===== config.mk =====
export PLATFORM = sky130hd
export DESIGN_NAME = mm3_mul
export DESIGN_NICKNAME = d
export VERILOG_FILES = /design/src/rtl/mm3_pkg.sv /design/src/rtl/mm3_mul.sv
export SDC_FILE = /design/constraint.sdc
export NUM_CORES = 2
export LEC_CHECK = 0
export ABC_AREA = 1
export BUFFER_PORTS_ARGS = -buffer_cell sky130_fd_sc_hd__buf_2
export CAP_MARGIN = 20
export CORE_MARGIN = 8
export CORE_UTILIZATION = 40
export DETAILED_ROUTE_END_ITERATION = 10
export GPL_TIMING_DRIVEN = 0
export PLACE_DENSITY = 0.58
export SLEW_MARGIN = 20
export SYNTH_ARGS = -nofsm -noshare
export SYNTH_HDL_FRONTEND = slang
export SYNTH_SLANG_ARGS = --single-unit

===== constraint.sdc =====
create_clock -name clock -period 9.7 [get_ports clock]
set_input_delay 0 -clock clock [delete_from_list [all_inputs] [get_ports clock]]
set_output_delay 0 -clock clock [all_outputs]
set_load 0.02 [all_outputs]

===== src/rtl/mm3_pkg.sv =====
`timescale 1ns / 1ps
`default_nettype none
// ----------------------------------------------------------------------------
// mm3_pkg: shared widths and constants for the chained 128-bit hash
// Widths of the request and response fields and the mixing constants.
// ----------------------------------------------------------------------------
package mm3_pkg;

   localparam int WORD_W = 64;
   localparam int HALF_W = 32;
   localparam int VB_W   = 5;

   localparam logic [VB_W-1:0] BLOCK_BYTES = VB_W'(16);

   localparam logic [WORD_W-1:0] MIX_C1  = 64'h87c3_7b91_1142_53d5;
   localparam logic [WORD_W-1:0] MIX_C2  = 64'h4cf5_ad43_2745_937f;
   localparam logic [WORD_W-1:0] FIN_M1  = 64'hff51_afd7_ed55_8ccd;
   localparam logic [WORD_W-1:0] FIN_M2  = 64'hc4ce_b9fe_1a85_ec53;
   localparam logic [WORD_W-1:0] ADD_ONE = 64'h0000_0000_52dc_e729;
   localparam logic [WORD_W-1:0] ADD_TWO = 64'h0000_0000_3849_5ab5;

endpackage : mm3_pkg
`default_nettype wire


===== src/rtl/mm3_mul.sv =====
`timescale 1ns / 1ps
`default_nettype none
// ----------------------------------------------------------------------------
// mm3_mul: shared 64x64 multiplier, low half of the product
// One 32x32 multiplier walks three partial products; done flags the product
// once the last partial product is accumulated, while run is held.
// ----------------------------------------------------------------------------
module mm3_mul import mm3_pkg::*; (
   input  wire logic              clock,
   input  wire logic              reset,
   input  wire logic              run,
   input  wire logic [WORD_W-1:0] op_a,
   input  wire logic [WORD_W-1:0] op_b,
   output logic                   done,
   output logic [WORD_W-1:0]      product
);

   localparam logic [1:0] STEP_LL   = 2'd0;
   localparam logic [1:0] STEP_LH   = 2'd1;
   localparam logic [1:0] STEP_HL   = 2'd2;
   localparam logic [1:0] STEP_DONE = 2'd3;

   logic [1:0]        step_ff, step_in;
   logic [WORD_W-1:0] acc_ff, acc_in;
   logic [HALF_W-1:0] mul_x, mul_y;
   logic [WORD_W-1:0] part;

   // pick the halves for this step
   assign mul_x = (step_ff == STEP_HL) ? op_a[WORD_W-1:HALF_W] : op_a[HALF_W-1:0];
   assign mul_y = (step_ff == STEP_LH) ? op_b[WORD_W-1:HALF_W] : op_b[HALF_W-1:0];
   assign part  = WORD_W'(mul_x) * WORD_W'(mul_y);

   assign done    = run && (step_ff == STEP_DONE);
   assign product = acc_ff;

   always_comb begin
      step_in = STEP_LL;
      acc_in  = acc_ff;
      if (run) begin
         step_in = (step_ff == STEP_DONE) ? STEP_LL : step_ff + 2'd1;
         case (step_ff)
            STEP_LL: begin
               acc_in = part;
            end
            STEP_LH, STEP_HL: begin
               // cross terms land in the upper half only
               acc_in = {acc_ff[WORD_W-1:HALF_W] + part[HALF_W-1:0],
                         acc_ff[HALF_W-1:0]};
            end
            default: begin
               acc_in = acc_ff;
            end
         endcase
      end
   end

   always_ff @(posedge clock) begin
      if (reset) begin
         step_ff <= STEP_LL;
      end else begin
         step_ff <= step_in;
      end
      acc_ff <= acc_in;
   end

endmodule : mm3_mul
`default_nettype wire


==> results_dict.tcl <==
set metrics [dict create \
    outcome "finished clean" \
    cts_tree "yes" \
    post-synth-top-area-cell "fa_1" \
    ant_nets 0 \
    multi_input_comb_area_sq_um 32100 \
    overflow 0 \
    io_pins 196 \
    cp-end-kind "flip-flop" \
    worst_pin_slew_ns 1.20 \
    hold_viol_final 0 \
    syn_avg_cell_area_sq_um 7.90 \
    cts_buffers 9 \
    final_common_cell "inv_1" \
    ys_seq_area_share_pct 5.10 \
    die_y_microns 326 \
    ys_ff_latch 66 \
    routed_wl_mm 153 \
    synth_top_family_by_area "adder cells" \
    drcViolationCount 0 \
    hp-class "in -> reg" \
    drt_pass1_iterations 6 \
    syn_inst 4871 \
    synth-simple-area-share_pct 18.8 \
    fin_skew_ns 0.0128 \
    crit_fanout 10 \
    cp.required_ns 9.78 \
    cts_buffer_depth 2 \
    start_util_pct 40.4 \
    io_buffers 195 \
    synth_xor_area_share_pct 0.888 \
    cts.sinks 66 \
    setup_ws_ns 0.245 \
    slowest_delay_ns 0.59 \
    synth_top_area_share_pct 46.7 \
    drv_slew 0 \
    clk_latency_ns 0.34 \
    finalSetupViolations 0 \
    hpwl_mm 131 \
    relSlewSlack_pct 19.7 \
    synth.area.mux_share_pct 0 \
    fillCellCount 9577 \
    std_cell_rows 113 \
    register_area_sq_um 1960 \
    start_kind "flip-flop" \
    cp_data_arrival_time_ns 9.53 \
    cap_violations 0 \
    fmax_mhz 106 \
    grt_max_degree 33 \
    slowest_stage "fa_2" \
    ys_top_cells_by_area "fa_1 47%, inv_1 11%, nand2_1 11%, ha_1 9.8%, nor2_1 5.7%" \
    syn-num-nets 6199 \
    cts_max_level 3 \
    gp_congestion 0.991 \
    core_sq_um 95200 \
    antenna_found_initial 5 \
    num_vias 33700 \
    drive_above_1_share_pct 12.8 \
    post-route-period-util_pct 97.5 \
    synth_compound_area_share_pct 4.83 \
    yosys.area_share.adder_pct 56.4 \
    criticalPathCategory "reg -> reg" \
    yosysWarnings 0 \
    cts_root_buffer "clkbuf_16" \
    reg2reg_depth 40 \
    hold_depth 3 \
    preCtsSetupSlack_ns -1.60 \
    min_period_ns 9.45 \
    die_width_microns 326 \
    dieArea_sq_um 106000 \
    grt_pass1_wl_mm 226 \
    synth_cell_types 42 \
    layout.nets 6498 \
    vias_per_cell 5.23 \
    syn2layout_area_growth_pct 14.1 \
    grtUsageTotal_pct 28.3 \
    synth_area_sq_um 38500 \
    path_clk_slew_ns 0.06 \
    routedWlPerCell_microns 23.8 \
    grt_pass1_vias 34400 \
    drtIter0Drc 3157 \
    final_cell_mix "1167 x inv_1, 1102 x nand2_1, 889 x fa_1" \
]
==> what timing repair did <==
action                                  CTS  global route
gates cloned                              0             2
gates resized for setup                 231           219
hold buffers                              1             0
buffers inserted                         26            66
hold endpoints to repair                  2             0
pin swaps                                11            38
endpoints found under the setup margin   18            13
==> layout make-up <==
class | instances | area share (%)
sequential | 66 | 4.47
tap | 1265 | 3.61
clock buffer | 10 | 0.522
timing repair buffer | 296 | 4.35
antenna | 1 | 0.00570
clock inverter | 6 | 0.262
multi-input combinational | 3416 | 73.2
inverter | 1212 | 10.5
buffer | 169 | 3.04
==> cell usage after synthesis (all sizes together) <==
library cell,n
inv,1203
nand2,1119
fa,897
nor2,589
ha,300
o21ai,157
a21oi,143
buf,114
nand3,94
edfxtp,64
clkbuf,63
xor2,32
nor3,22
a21o,12
nand4,12
clkinv,9
o21a,8
o21bai,8
xnor2,7
a21boi,6
nand3b,4
dfxtp,2
or2,2
nand2b,1
nor4,1
o211ai,1
o22ai,1
==> registers in the layout, indices dropped and copies added (netlist names) <==
name	count
product	64
step_ff	2
==> kinds of logic (layout without fill, tap and decap cells) <==
kind of cell | Yosys count | count (layout)
simple gates | 1844 | 1844
compound gates | 336 | 336
other cells | 0 | 1
xor+xnor | 39 | 39
fa+ha+maj | 1197 | 1197
flops | 66 | 66
buf+inv | 1389 | 1693
==> metal layers <==
metal,track usage (%),part of all wire (%),vias to the layer above
met2,42.6,43,1701
met5,0,0.025,-
met3,7.90,12,287
met1,39.0,41,16900
met4,9.85,4.1,6
li1,-,-,14700
==> per-stage QoR <==
step / hold WS (ns) / instances / TNS (ns) / utilization [%] / area (sq um)
2_1_floorplan: 0.129 / 4871 / 0 / - / 38500
3_3_place_gp: 0.324 / 6331 / -34.86 / 43.1 / 41000
3_5_place_dp: 0.326 / 6337 / -14.03 / 43.2 / 41100
4_1_cts: 0.144 / 6375 / 0 / 44.7 / 42600
5_1_grt: 0.157 / 6440 / -0.0724 / 46.1 / 43900
6_report: 0.149 / 6441 / 0 / 46.1 / 43900
==> worst max-delay path, delay by kind of cell (launching register included) <==
family          cells  cell delay [ns]
fa+ha+maj          11             5.04
xor+xnor            1             0.26
simple gates       13             1.43
buf+inv            11             1.25
flops               1             0.37
compound gates      4             0.83
==> worst paths after layout <==
path / start / end / slack, ns
setup / recovery: step_ff[0] / product[63] / 0.25
hold / removal: run / product[33] / 0.15
setup reg to reg: step_ff[0] / product[63] / 0.25
hold reg to reg: step_ff[0] / step_ff[0] / 0.46
Power is not shown: default switching activity piles up to over one toggle a cycle in this logic, so the estimate is an artifact.
